==> config.mk <==
export PLATFORM = sky130hd
export DESIGN_NAME = playfair_digraph_decrypt_unit
export DESIGN_NICKNAME = d
export VERILOG_FILES = /design/src/rtl/core/pfd_pkg.sv /design/src/rtl/core/pfd_cfg_regs.sv /design/src/rtl/core/pfd_locate.sv /design/src/rtl/core/pfd_core.sv /design/src/rtl/core/playfair_digraph_decrypt_unit.sv
export SDC_FILE = /design/constraint.sdc
export NUM_CORES = 1
export LEC_CHECK = 0
export BUFFER_PORTS_ARGS = -buffer_cell sky130_fd_sc_hd__clkbuf_2
export CAP_MARGIN = 0
export CORE_MARGIN = 2
export CORE_UTILIZATION = 53
export DETAILED_ROUTE_END_ITERATION = 6
export GPL_TIMING_DRIVEN = 0
export PLACE_DENSITY = 0.74
export SLEW_MARGIN = 10
export SYNTH_ARGS = -nofsm -noshare
export SYNTH_HDL_FRONTEND = slang
export SYNTH_SLANG_ARGS = --single-unit
==> constraint.sdc <==
create_clock -name clk -period 14.7 [get_ports clk]
set_clock_uncertainty 0.1 [all_clocks]
set_input_delay 0.735 -clock clk [delete_from_list [all_inputs] [get_ports clk]]
set_output_delay 0.735 -clock clk [all_outputs]
set_load 0.01 [all_outputs]
==> src/rtl/core/pfd_pkg.sv <==
// ----------------------------------------------------------------------------
// pfd_pkg - shared types and constants for the Playfair digraph decrypt unit
// Letter codes, key square layout, register map and a small mod-5 helper.
// ----------------------------------------------------------------------------
package pfd_pkg;

	// letter codes are five bits, A=0 through Z=25
	localparam int LETTER_W = 5;
	localparam logic [LETTER_W-1:0] LETTER_X = 5'd23;

	// key square geometry
	localparam int SIDE  = 5;
	localparam int POS_W = 3;   // row or column index, 0..SIDE-1
	localparam logic [POS_W-1:0] POS_LAST = 3'(SIDE - 1);

	// register widths
	localparam int KEY_ROW2_W = 2 * SIDE * LETTER_W;   // ten cells
	localparam int KEY_ROW1_W = SIDE * LETTER_W;       // five cells
	localparam int KEY_FLAT_W = SIDE * SIDE * LETTER_W;

	// configuration port
	localparam int ADDR_W = 5;
	localparam int DATA_W = 64;
	localparam int REG_SEL_W = 2;
	localparam logic [REG_SEL_W-1:0] REG_KEY_0_9   = 2'd0;
	localparam logic [REG_SEL_W-1:0] REG_KEY_10_19 = 2'd1;
	localparam logic [REG_SEL_W-1:0] REG_KEY_20_24 = 2'd2;

	// key square indexed [row][column]
	typedef logic [SIDE-1:0][SIDE-1:0][LETTER_W-1:0] key_square_t;

	// result of looking up one letter in the square
	typedef struct packed {
		logic             found;
		logic [POS_W-1:0] row;
		logic [POS_W-1:0] col;
	} loc_t;

	// step one place back around the square, with wrap
	function automatic logic [POS_W-1:0] dec_mod5(input logic [POS_W-1:0] v);
		logic [POS_W-1:0] r;
		if (v == '0) begin
			r = POS_LAST;
		end else begin
			r = v - POS_W'(1);
		end
		return r;
	endfunction

endpackage

==> src/rtl/core/pfd_cfg_regs.sv <==
// ----------------------------------------------------------------------------
// pfd_cfg_regs - key square configuration registers
// APB-style write/read of the three key registers; presents the square
// as a row/column array.
// ----------------------------------------------------------------------------
module pfd_cfg_regs
	import pfd_pkg::*;
(
	input  logic              clk,
	input  logic              arst_n,
	input  logic              psel,
	input  logic              penable,
	input  logic              pwrite,
	input  logic [ADDR_W-1:0] paddr,
	input  logic [DATA_W-1:0] pwdata,
	output logic [DATA_W-1:0] prdata,
	output logic              pready,
	output key_square_t       key_sq
);

	logic [KEY_ROW2_W-1:0] key_0_9_q;
	logic [KEY_ROW2_W-1:0] key_10_19_q;
	logic [KEY_ROW1_W-1:0] key_20_24_q;
	logic [REG_SEL_W-1:0]  reg_sel;
	logic                  wr_en;
	logic [KEY_FLAT_W-1:0] key_flat;

	assign pready  = 1'b1;
	assign reg_sel = paddr[ADDR_W-1:ADDR_W-REG_SEL_W];
	assign wr_en   = psel & penable & pwrite;

	// write the selected key register
	always_ff @(posedge clk or negedge arst_n) begin
		if (!arst_n) begin
			key_0_9_q   <= '0;
			key_10_19_q <= '0;
			key_20_24_q <= '0;
		end else if (wr_en) begin
			unique case (reg_sel)
				REG_KEY_0_9:   key_0_9_q   <= pwdata[KEY_ROW2_W-1:0];
				REG_KEY_10_19: key_10_19_q <= pwdata[KEY_ROW2_W-1:0];
				REG_KEY_20_24: key_20_24_q <= pwdata[KEY_ROW1_W-1:0];
				default: ;
			endcase
		end
	end

	// read back, zero-extended
	always_comb begin
		unique case (reg_sel)
			REG_KEY_0_9:   prdata = DATA_W'(key_0_9_q);
			REG_KEY_10_19: prdata = DATA_W'(key_10_19_q);
			REG_KEY_20_24: prdata = DATA_W'(key_20_24_q);
			default:       prdata = '0;
		endcase
	end

	// lay the cells out row-major as [row][column]
	assign key_flat = {key_20_24_q, key_10_19_q, key_0_9_q};

	always_comb begin
		for (int r = 0; r < SIDE; r++) begin
			for (int c = 0; c < SIDE; c++) begin
				key_sq[r][c] = key_flat[(r*SIDE + c)*LETTER_W +: LETTER_W];
			end
		end
	end

endmodule

==> src/rtl/core/pfd_locate.sv <==
// ----------------------------------------------------------------------------
// pfd_locate - find a letter in the key square
// Compares the letter against all cells at once; the lowest cell wins.
// ----------------------------------------------------------------------------
module pfd_locate
	import pfd_pkg::*;
(
	input  key_square_t         key_sq,
	input  logic [LETTER_W-1:0] letter,
	output loc_t                loc
);

	// scan from the last cell down so the lowest match overrides
	always_comb begin
		loc = '0;
		for (int r = SIDE - 1; r >= 0; r--) begin
			for (int c = SIDE - 1; c >= 0; c--) begin
				if (key_sq[r][c] == letter) begin
					loc.found = 1'b1;
					loc.row   = POS_W'(r);
					loc.col   = POS_W'(c);
				end
			end
		end
	end

endmodule

==> src/rtl/core/pfd_core.sv <==
// ----------------------------------------------------------------------------
// pfd_core - digraph decrypt datapath
// Locates both letters, applies the row, column or rectangle rule and
// fills plaintext X from the preceding letter.
// ----------------------------------------------------------------------------
module pfd_core
	import pfd_pkg::*;
(
	input  key_square_t         key_sq,
	input  logic [LETTER_W-1:0] cipher_a,
	input  logic [LETTER_W-1:0] cipher_b,
	input  logic                start,
	input  logic [LETTER_W-1:0] prev_letter,
	output logic [LETTER_W-1:0] plain_a,
	output logic [LETTER_W-1:0] plain_b,
	output logic                not_in_key
);

	loc_t             loc_a;
	loc_t             loc_b;
	logic [POS_W-1:0] row_a, col_a, row_b, col_b;
	logic [LETTER_W-1:0] raw_a, raw_b, fill_a;

	pfd_locate u_locate_a (
		.key_sq (key_sq),
		.letter (cipher_a),
		.loc    (loc_a)
	);

	pfd_locate u_locate_b (
		.key_sq (key_sq),
		.letter (cipher_b),
		.loc    (loc_b)
	);

	// pick the cell of each plaintext letter
	always_comb begin
		if (loc_a.row == loc_b.row) begin
			row_a = loc_a.row;
			row_b = loc_b.row;
			col_a = dec_mod5(loc_a.col);
			col_b = dec_mod5(loc_b.col);
		end else if (loc_a.col == loc_b.col) begin
			row_a = dec_mod5(loc_a.row);
			row_b = dec_mod5(loc_b.row);
			col_a = loc_a.col;
			col_b = loc_b.col;
		end else begin
			row_a = loc_a.row;
			row_b = loc_b.row;
			col_a = loc_b.col;
			col_b = loc_a.col;
		end
	end

	assign raw_a = key_sq[row_a][col_a];
	assign raw_b = key_sq[row_b][col_b];

	// fill X: first from the previous letter unless at message start, second from the first
	assign fill_a = (raw_a == LETTER_X && !start) ? prev_letter : raw_a;

	assign not_in_key = !(loc_a.found && loc_b.found);

	always_comb begin
		if (not_in_key) begin
			plain_a = '0;
			plain_b = '0;
		end else begin
			plain_a = fill_a;
			plain_b = (raw_b == LETTER_X) ? fill_a : raw_b;
		end
	end

endmodule

==> src/rtl/core/playfair_digraph_decrypt_unit.sv <==
// ----------------------------------------------------------------------------
// playfair_digraph_decrypt_unit - Playfair digraph decryption, one per cycle unless stalled
// Input register, single-pass decrypt logic and result register.
// ----------------------------------------------------------------------------
// Usage:
//   Input channel (in_valid/in_stall) carries one ciphertext digraph and a
//   start-of-message flag per request. Output channel (out_valid/out_stall)
//   returns the two plaintext letters and a flag that is set when either
//   letter is missing from the key square (letters then read as zero).
//   The key square is loaded through the APB-style port: cells 0..9 at
//   address 0, cells 10..19 at 8, cells 20..24 at 16. Write it only while
//   no request is in flight.
//   A request goes through the input register, then the result register;
//   out_valid rises when the result register loads, which a stall can
//   hold off. Throughput is one digraph per cycle while out_stall is low;
//   the carried previous plaintext letter is updated in the same cycle
//   the result register loads (not on a miss); back-to-back digraphs chain.
//   When the receiver stalls, the result register holds, then the input
//   register fills and in_stall rises; no request is dropped.
//   Reset clears the key square, both valid bits and the previous letter.
// ----------------------------------------------------------------------------
module playfair_digraph_decrypt_unit
	import pfd_pkg::*;
(
	input  logic                clk,
	input  logic                arst_n,
	// configuration
	input  logic                psel,
	input  logic                penable,
	input  logic                pwrite,
	input  logic [ADDR_W-1:0]   paddr,
	input  logic [DATA_W-1:0]   pwdata,
	output logic [DATA_W-1:0]   prdata,
	output logic                pready,
	// input channel
	input  logic                in_valid,
	output logic                in_stall,
	input  logic [LETTER_W-1:0] first_cipher_letter,
	input  logic [LETTER_W-1:0] second_cipher_letter,
	input  logic                start_of_message,
	// output channel
	output logic                out_valid,
	input  logic                out_stall,
	output logic [LETTER_W-1:0] first_plain_letter,
	output logic [LETTER_W-1:0] second_plain_letter,
	output logic                letter_not_in_key
);

	key_square_t         key_sq;
	logic                valid_s1;
	logic [LETTER_W-1:0] cipher_a_s1, cipher_b_s1;
	logic                start_s1;
	logic                valid_s2;
	logic [LETTER_W-1:0] plain_a_s2, plain_b_s2;
	logic                miss_s2;
	logic [LETTER_W-1:0] prev_q;
	logic [LETTER_W-1:0] plain_a, plain_b;
	logic                miss;
	logic                s2_ready, s1_ready, s1_move, in_take;

	pfd_cfg_regs u_cfg_regs (
		.clk     (clk),
		.arst_n  (arst_n),
		.psel    (psel),
		.penable (penable),
		.pwrite  (pwrite),
		.paddr   (paddr),
		.pwdata  (pwdata),
		.prdata  (prdata),
		.pready  (pready),
		.key_sq  (key_sq)
	);

	// handshake: each stage loads when empty or when it drains
	assign s2_ready = !valid_s2 || !out_stall;
	assign s1_move  = valid_s1 && s2_ready;
	assign s1_ready = !valid_s1 || s2_ready;
	assign in_stall = !s1_ready;
	assign in_take  = in_valid && s1_ready;

	// input register
	always_ff @(posedge clk or negedge arst_n) begin
		if (!arst_n) begin
			valid_s1 <= 1'b0;
		end else if (s1_ready) begin
			valid_s1 <= in_valid;
		end
	end

	always_ff @(posedge clk) begin
		if (in_take) begin
			cipher_a_s1 <= first_cipher_letter;
			cipher_b_s1 <= second_cipher_letter;
			start_s1    <= start_of_message;
		end
	end

	pfd_core u_core (
		.key_sq      (key_sq),
		.cipher_a    (cipher_a_s1),
		.cipher_b    (cipher_b_s1),
		.start       (start_s1),
		.prev_letter (prev_q),
		.plain_a     (plain_a),
		.plain_b     (plain_b),
		.not_in_key  (miss)
	);

	// result register
	always_ff @(posedge clk or negedge arst_n) begin
		if (!arst_n) begin
			valid_s2 <= 1'b0;
		end else if (s2_ready) begin
			valid_s2 <= valid_s1;
		end
	end

	always_ff @(posedge clk) begin
		if (s1_move) begin
			plain_a_s2 <= plain_a;
			plain_b_s2 <= plain_b;
			miss_s2    <= miss;
		end
	end

	// carry the last plaintext letter; hold it when a letter was missing
	always_ff @(posedge clk or negedge arst_n) begin
		if (!arst_n) begin
			prev_q <= '0;
		end else if (s1_move && !miss) begin
			prev_q <= plain_b;
		end
	end

	assign out_valid           = valid_s2;
	assign first_plain_letter  = plain_a_s2;
	assign second_plain_letter = plain_b_s2;
	assign letter_not_in_key   = miss_s2;

endmodule

# Word level (Yosys, flattened, before mapping)
# Cells that the tools add are included.
# word_totals
out_inout_bits	78
ff_bits	154
# classes
n_reduce_logical	21
n_addsub	4
n_bitwise	2
n_mux	74
eq_ne	56
magnitude_cmp	4
# ops
op	count
$mux W7	50
$eq A5 B5 Y1	50
$bmux W25 S3	2
$pmux W50 S3	1
$mux W25	2
$mux W3	12
$bmux W5 S3	2
$mux W5	5
$lt A3 B4 Y1 const B	4
$logic_not A3 Y1	4
$sub A3 B1 Y3 const B	4
$eq A5 B5 Y1 const B	2
$eq A3 B3 Y1	2
$logic_not A1 Y1	6
$reduce_and A2 Y1	3
$logic_and A1 B1 Y1	5
$and A1 B1 Y1	2
$eq A2 B1 Y1 const B	1
$eq A2 B2 Y1 const B	1
$logic_not A2 Y1	1
$logic_or A1 B1 Y1	2

# Logic depth before layout (Yosys ltp)
# depth
depth_word	39
mapped_depth	26
ltp_nobuf	19

# Hierarchy
# From an unflattened synthesis, not the netlist that was laid out.
# hier_totals
cells_unflattened	1557
hier_area_um2	14486.4
# modules_own_cells
mod	cells_each	area_per_inst_um2	instances
pfd_cfg_regs	425	5860.6	1
pfd_core	589	3958.8	1
pfd_locate	250	1848.0	2
playfair_digraph_decrypt_unit	43	970.9	1

# Worst setup path before layout
# Ideal clock, no wire load.
# synth_timing
path_kind	register to register
startpoint	register cipher_b_s1[4]
endpoint	register plain_b_s2[0] (netlist: second_plain_letter[0]), data pin
arrival_ps	4924
path_stages_with_launch	26
setup_ps	272
n_path_buf	6
synth_period_minus_slack_ps	5296
slack_ps	9404
cell_sequence	edfxtp_1 > buf_4 > buf_6 > xor2_1 > nor3_1 > and3_1 > or4b_1 > nor3_1 > o311a_1 > o21a_2 > nor2b_1 > ha_1 > or4_1 > buf_2 > and2_1 > buf_6 > buf_6 > mux2i_1 > a22oi_1 > a2bb2oi_1 > o31ai_1 > o31ai_1 > or4b_1 > buf_2 > o32ai_1 > nor2_1
# synth_via
elab_chain_len	38
elab_cells_between_ends	81
cone_classes	add/sub (2); eq/ne (29); mux (46); reduce/logical (4)
# synth_rtl
element	line	text
start, declared	playfair_digraph_decrypt_unit.sv:51	logic [LETTER_W-1:0] cipher_a_s1, cipher_b_s1;
start signal, assigned	playfair_digraph_decrypt_unit.sv:93	cipher_b_s1 <= second_cipher_letter;
$eq A5 B5 Y1	pfd_locate.sv:18	if (key_sq[r][c] == letter) begin
$mux W7 (24 in a row)	pfd_locate.sv:18	
$mux W7 (*)	pfd_locate.sv:18	
parallel branches: the longest is 11 deep, another holds $sub A3 B1 Y3	n/a	
$mux W5 (*)	pfd_core.sv:65	if (not_in_key) begin
named net plain_b[0]	playfair_digraph_decrypt_unit.sv:57	logic [LETTER_W-1:0] plain_a, plain_b;
end signal, assigned	playfair_digraph_decrypt_unit.sv:121	plain_b_s2 <= plain_b;
end, declared	playfair_digraph_decrypt_unit.sv:54	logic [LETTER_W-1:0] plain_a_s2, plain_b_s2;
# Mark *: on every way through the listed nets, which the timed path passes. The select of a mux whose other input is x is not followed.
# A chain may end at the register's enable or synchronous reset.

# Final worst setup path
# layout_timing
startpoint	register u_cfg_regs.key_0_9_q[36]
endpoint	register plain_b_s2[0] (netlist: second_plain_letter[0]), data pin
# layout_via
elab_chain_len	22
elab_cells_between_ends	55
cone_classes	add/sub (4); eq/ne (6); mux (39); reduce/logical (6)
# layout_rtl
element	line	text
start, declared	pfd_cfg_regs.sv:21	logic [KEY_ROW2_W-1:0] key_0_9_q;
start signal, assigned	pfd_cfg_regs.sv:40	REG_KEY_0_9: key_0_9_q <= pwdata[KEY_ROW2_W-1:0];
$eq A5 B5 Y1	pfd_locate.sv:18	
$mux W7 (8 in a row)	pfd_locate.sv:18	
$sub A3 B1 Y3 / $logic_not A3 Y1 (equally long branches)	pfd_pkg.sv:45, pfd_pkg.sv:42	
$mux W3	pfd_pkg.sv:42	if (v == '0) begin
$mux W3	pfd_core.sv:43	end else if (loc_a.col == loc_b.col) begin
$mux W3	pfd_core.sv:38	if (loc_a.row == loc_b.row) begin
$bmux W25 S3	pfd_core.sv:56	assign raw_a = key_sq[row_a][col_a];
$mux W25 (not written as such)	pfd_core.sv:56	
$bmux W5 S3	pfd_core.sv:56	
$mux W5 (not written as such)	pfd_core.sv:56	
$eq A5 B5 Y1	pfd_core.sv:60	assign fill_a = (raw_a == LETTER_X && !start) ? prev_letter : raw_a;
$logic_and A1 B1 Y1	pfd_core.sv:60	
$mux W5	pfd_core.sv:60	
$mux W5	pfd_core.sv:70	plain_b = (raw_b == LETTER_X) ? fill_a : raw_b;
$mux W5 (*)	pfd_core.sv:65	
named net plain_b[0]	playfair_digraph_decrypt_unit.sv:57	
# The timed path passes the listed nets; every way through them passes the cells marked *. The select of a mux whose other input is x is not followed.

==> run metrics <==
outcome=finished, violations left; failing checks=DRC; maximum achievable frequency=142 MHz; PD cells=265 nW/um^2; post-CTS setup buffer count=0; H-tree depth=4; Die Span Y=164 um; DR DRC count=7; post-synthesis cell type count=92; relative slew slack=0.148; I/O pin count=165; Tmin final=7.02 ns; Avg Inst Size Synth=9.09 sq um; fill count=2246; Final GP Congestion=1.15; first-pass GRT wire length=91.1 mm; vias per inst=6.82; drt pass-1 iters=7; post-synthesis sequential area ratio=0.291; Routed Antenna Nets=0; fin cells=2005; fraction of layout cells with a size suffix above 1=0.236; Cells after Synth=1499; CTS root buffer=clkbuf_16; CTS Buf Count=17; Area Overhead vs Synth=12.8%; Startpoint Class=register; CP Capture Type=register; EDFF count, synth=22; clk_lat worst skew=0.47 ns; initial antenna violation count=0; CTS tree=done; total die area=27000 sq um; crit path max fanout=10; Detailed Route Iter0 Violations=2199; FF+latch count, synth=154; Max Cap Viol=0; final wirelength=64.3 mm; setup violators final=0; antenna diode count=0; Setup Crit Path Kind=register to register; period utilisation layout=0.477; hold slack=0.0966 ns; Final #Nets=1750; Async SR Flop Fraction=0.857; average wire per cell in the routed design=32.0 um; clock buffer depth=2; global route overflow=0; Worst-Margin Slew=1.27 ns; CTS Sinks=154; RSZ-0062 raised after global routing=false; Mapped Area=13600 sq um; Critical Path AT=7.08 ns; static leakage=6.65 nW; Max Slew Vio Count=0; CORE AREA=25200 sq um; final hold violations=0; cts hold-fix bufs=0; largest net degree at the start of global routing=87; global-route usage over all layers=0.481; Fin Setup TNS=0 ns; CP required=14.76 ns; vias in the first global route=13000; I/O Buffers=130; Final Core Density=0.610; die extent in x=164 um; ys flop type=dfrtp_1; Yosys Warn Count=0; Core Rows=58; post_cts resized=0; maximum vdd drop=0.158 mV; placed cell count=1973; HP Class=input pin to asynchronous set/reset pin; vias=13700; Worst-path clk slew=0.08 ns; DP Wirelength=48.9 mm; Initial Util=0.541
sequential cells by signal (all words and copies together) (netlist names):
register,flops
valid_s1,1
u_cfg_regs.key_10_19_q,50
cipher_b_s1,5
start_s1,1
u_cfg_regs.key_0_9_q,50
second_plain_letter,5
out_valid,1
letter_not_in_key,1
prev_q,5
cipher_a_s1,5
first_plain_letter,5
u_cfg_regs.key_20_24_q,25
final timing paths:
check | slack (ns) | start | to | cells past startpoint
max in group asynchronous | 13.58 | arst_n | u_cfg_regs.key_10_19_q[38] | 2
max | 7.68 | u_cfg_regs.key_0_9_q[36] | second_plain_letter[0] | 19
min in group clk | 0.34 | second_cipher_letter[0] | cipher_b_s1[0] | 1
min | 0.1 | arst_n | u_cfg_regs.key_20_24_q[18] | 1
max reg2reg | 7.68 | u_cfg_regs.key_0_9_q[36] | second_plain_letter[0] | 19
min reg2reg | 0.39 | prev_q[0] | prev_q[0] | 2
placed cells by master (no fill, tap or decap), types with 5 or more instances in the layout:
cell type	instances
o211ai_1	21
mux2_2	124
edfxtp_1	22
a31oi_1	16
mux4_2	6
dfrtp_1	132
a311oi_1	6
clkbuf_1	35
o21ai_0	67
buf_4	33
and2_1	12
nor2_1	60
o2111ai_1	8
nand4_1	14
buf_1	9
inv_1	27
and3_1	19
a21oi_1	49
clkbuf_16	17
clkbuf_2	130
inv_8	6
o31ai_1	9
nand2b_1	9
xor2_1	139
buf_2	26
nor4_1	5
o221ai_1	5
a211oi_1	16
a21boi_0	6
a211o_1	8
and4_1	10
conb_1	15
nand2_1	126
mux2i_1	85
nand3_1	92
nor3_1	66
xnor2_1	116
buf_6	15
power by group:
part	internal (mW)	total [mW]	leakage, nW	switching (mW)
Sequential	0.546	0.837	1.83	0.291
Combinational	0.988	2.75	4.53	1.76
Clock	0.231	0.483	0.291	0.252
Total	1.76	4.07	6.65	2.31
routing by layer:
metal	part of all wire	track usage
met1	0.38	0.620
met2	0.41	0.685
met3	0.14	0.172
met4	0.076	0.294
met5	0	0
cells by family after synthesis:
family | share of synthesized area
AO/OA/AOI/OAI | 0.134
XOR/XNOR | 0.166
adder cells (fa/ha/maj) | 0.000918
buffers and inverters | 0.0601
flip-flops | 0.291
multiplexers | 0.177
other | 0.000551
AND/OR/NAND/NOR | 0.171
per-stage QoR:
step / power [mW] / instance area (sq um) / setup WS, ns
floorplan: 2.52 / 13700 / 9.40
global placement: 3.43 / 14700 / 8.17
detailed placement: 3.44 / 14800 / 8.21
CTS: 3.92 / 15400 / 8.17
global route: 4.21 / 15400 / 7.46
finish: 4.07 / 15400 / 7.68
Yosys cell counts (8+ instances only):
library cell / n / area (sq um)
xor2_1: 139 / 1220
dfrtp_1: 132 / 3300
nand2_1: 126 / 473
mux2_2: 124 / 1400
xnor2_1: 116 / 1020
nand3_1: 92 / 460
mux2i_1: 85 / 851
o21ai_0: 67 / 335
nor3_1: 66 / 330
nor2_1: 60 / 225
a21oi_1: 49 / 245
clkbuf_1: 35 / 131
buf_4: 33 / 248
inv_1: 27 / 101
buf_2: 26 / 130
edfxtp_1: 22 / 661
o211ai_1: 21 / 158
and3_1: 19 / 119
a211oi_1: 16 / 120
a31oi_1: 16 / 100
buf_6: 15 / 169
nand4_1: 14 / 87.6
and2_1: 12 / 75.1
and4_1: 10 / 87.6
buf_1: 9 / 33.8
nand2b_1: 9 / 56.3
o31ai_1: 9 / 67.6
a211o_1: 8 / 70.1
o2111ai_1: 8 / 70.1
final cells by class:
class / instances / area, sq um / share of cell area
sequential: 154 / 3960 / 0.258
buffer: 119 / 717 / 0.0466
timing repair buffer: 131 / 687 / 0.0447
clock inverter: 15 / 171 / 0.0112
multi-input combinational: 1212 / 8890 / 0.578
tap: 330 / 413 / 0.0269
inverter: 27 / 101 / 0.00659
clock buffer: 17 / 425 / 0.0277
critical path, stage by stage, from the launching register on:
cell and delay [ns]:
dfrtp_1 0.74, xnor2_1 0.18, nand3_1 0.09, nor3_1 1.02, nand4bb_1 0.29, nor3_1 0.09
a211oi_1 0.51, o211ai_1 0.16, and3_1 0.28, a31oi_1 0.96, nor2_4 0.18, buf_2 0.30
mux2i_1 0.18, mux2i_1 0.11, o21ai_0 0.32, o211ai_1 0.21, or4b_1 0.54, buf_2 0.17
o32ai_1 0.18, nor2_1 0.08
(Power assumes the default switching activity.)
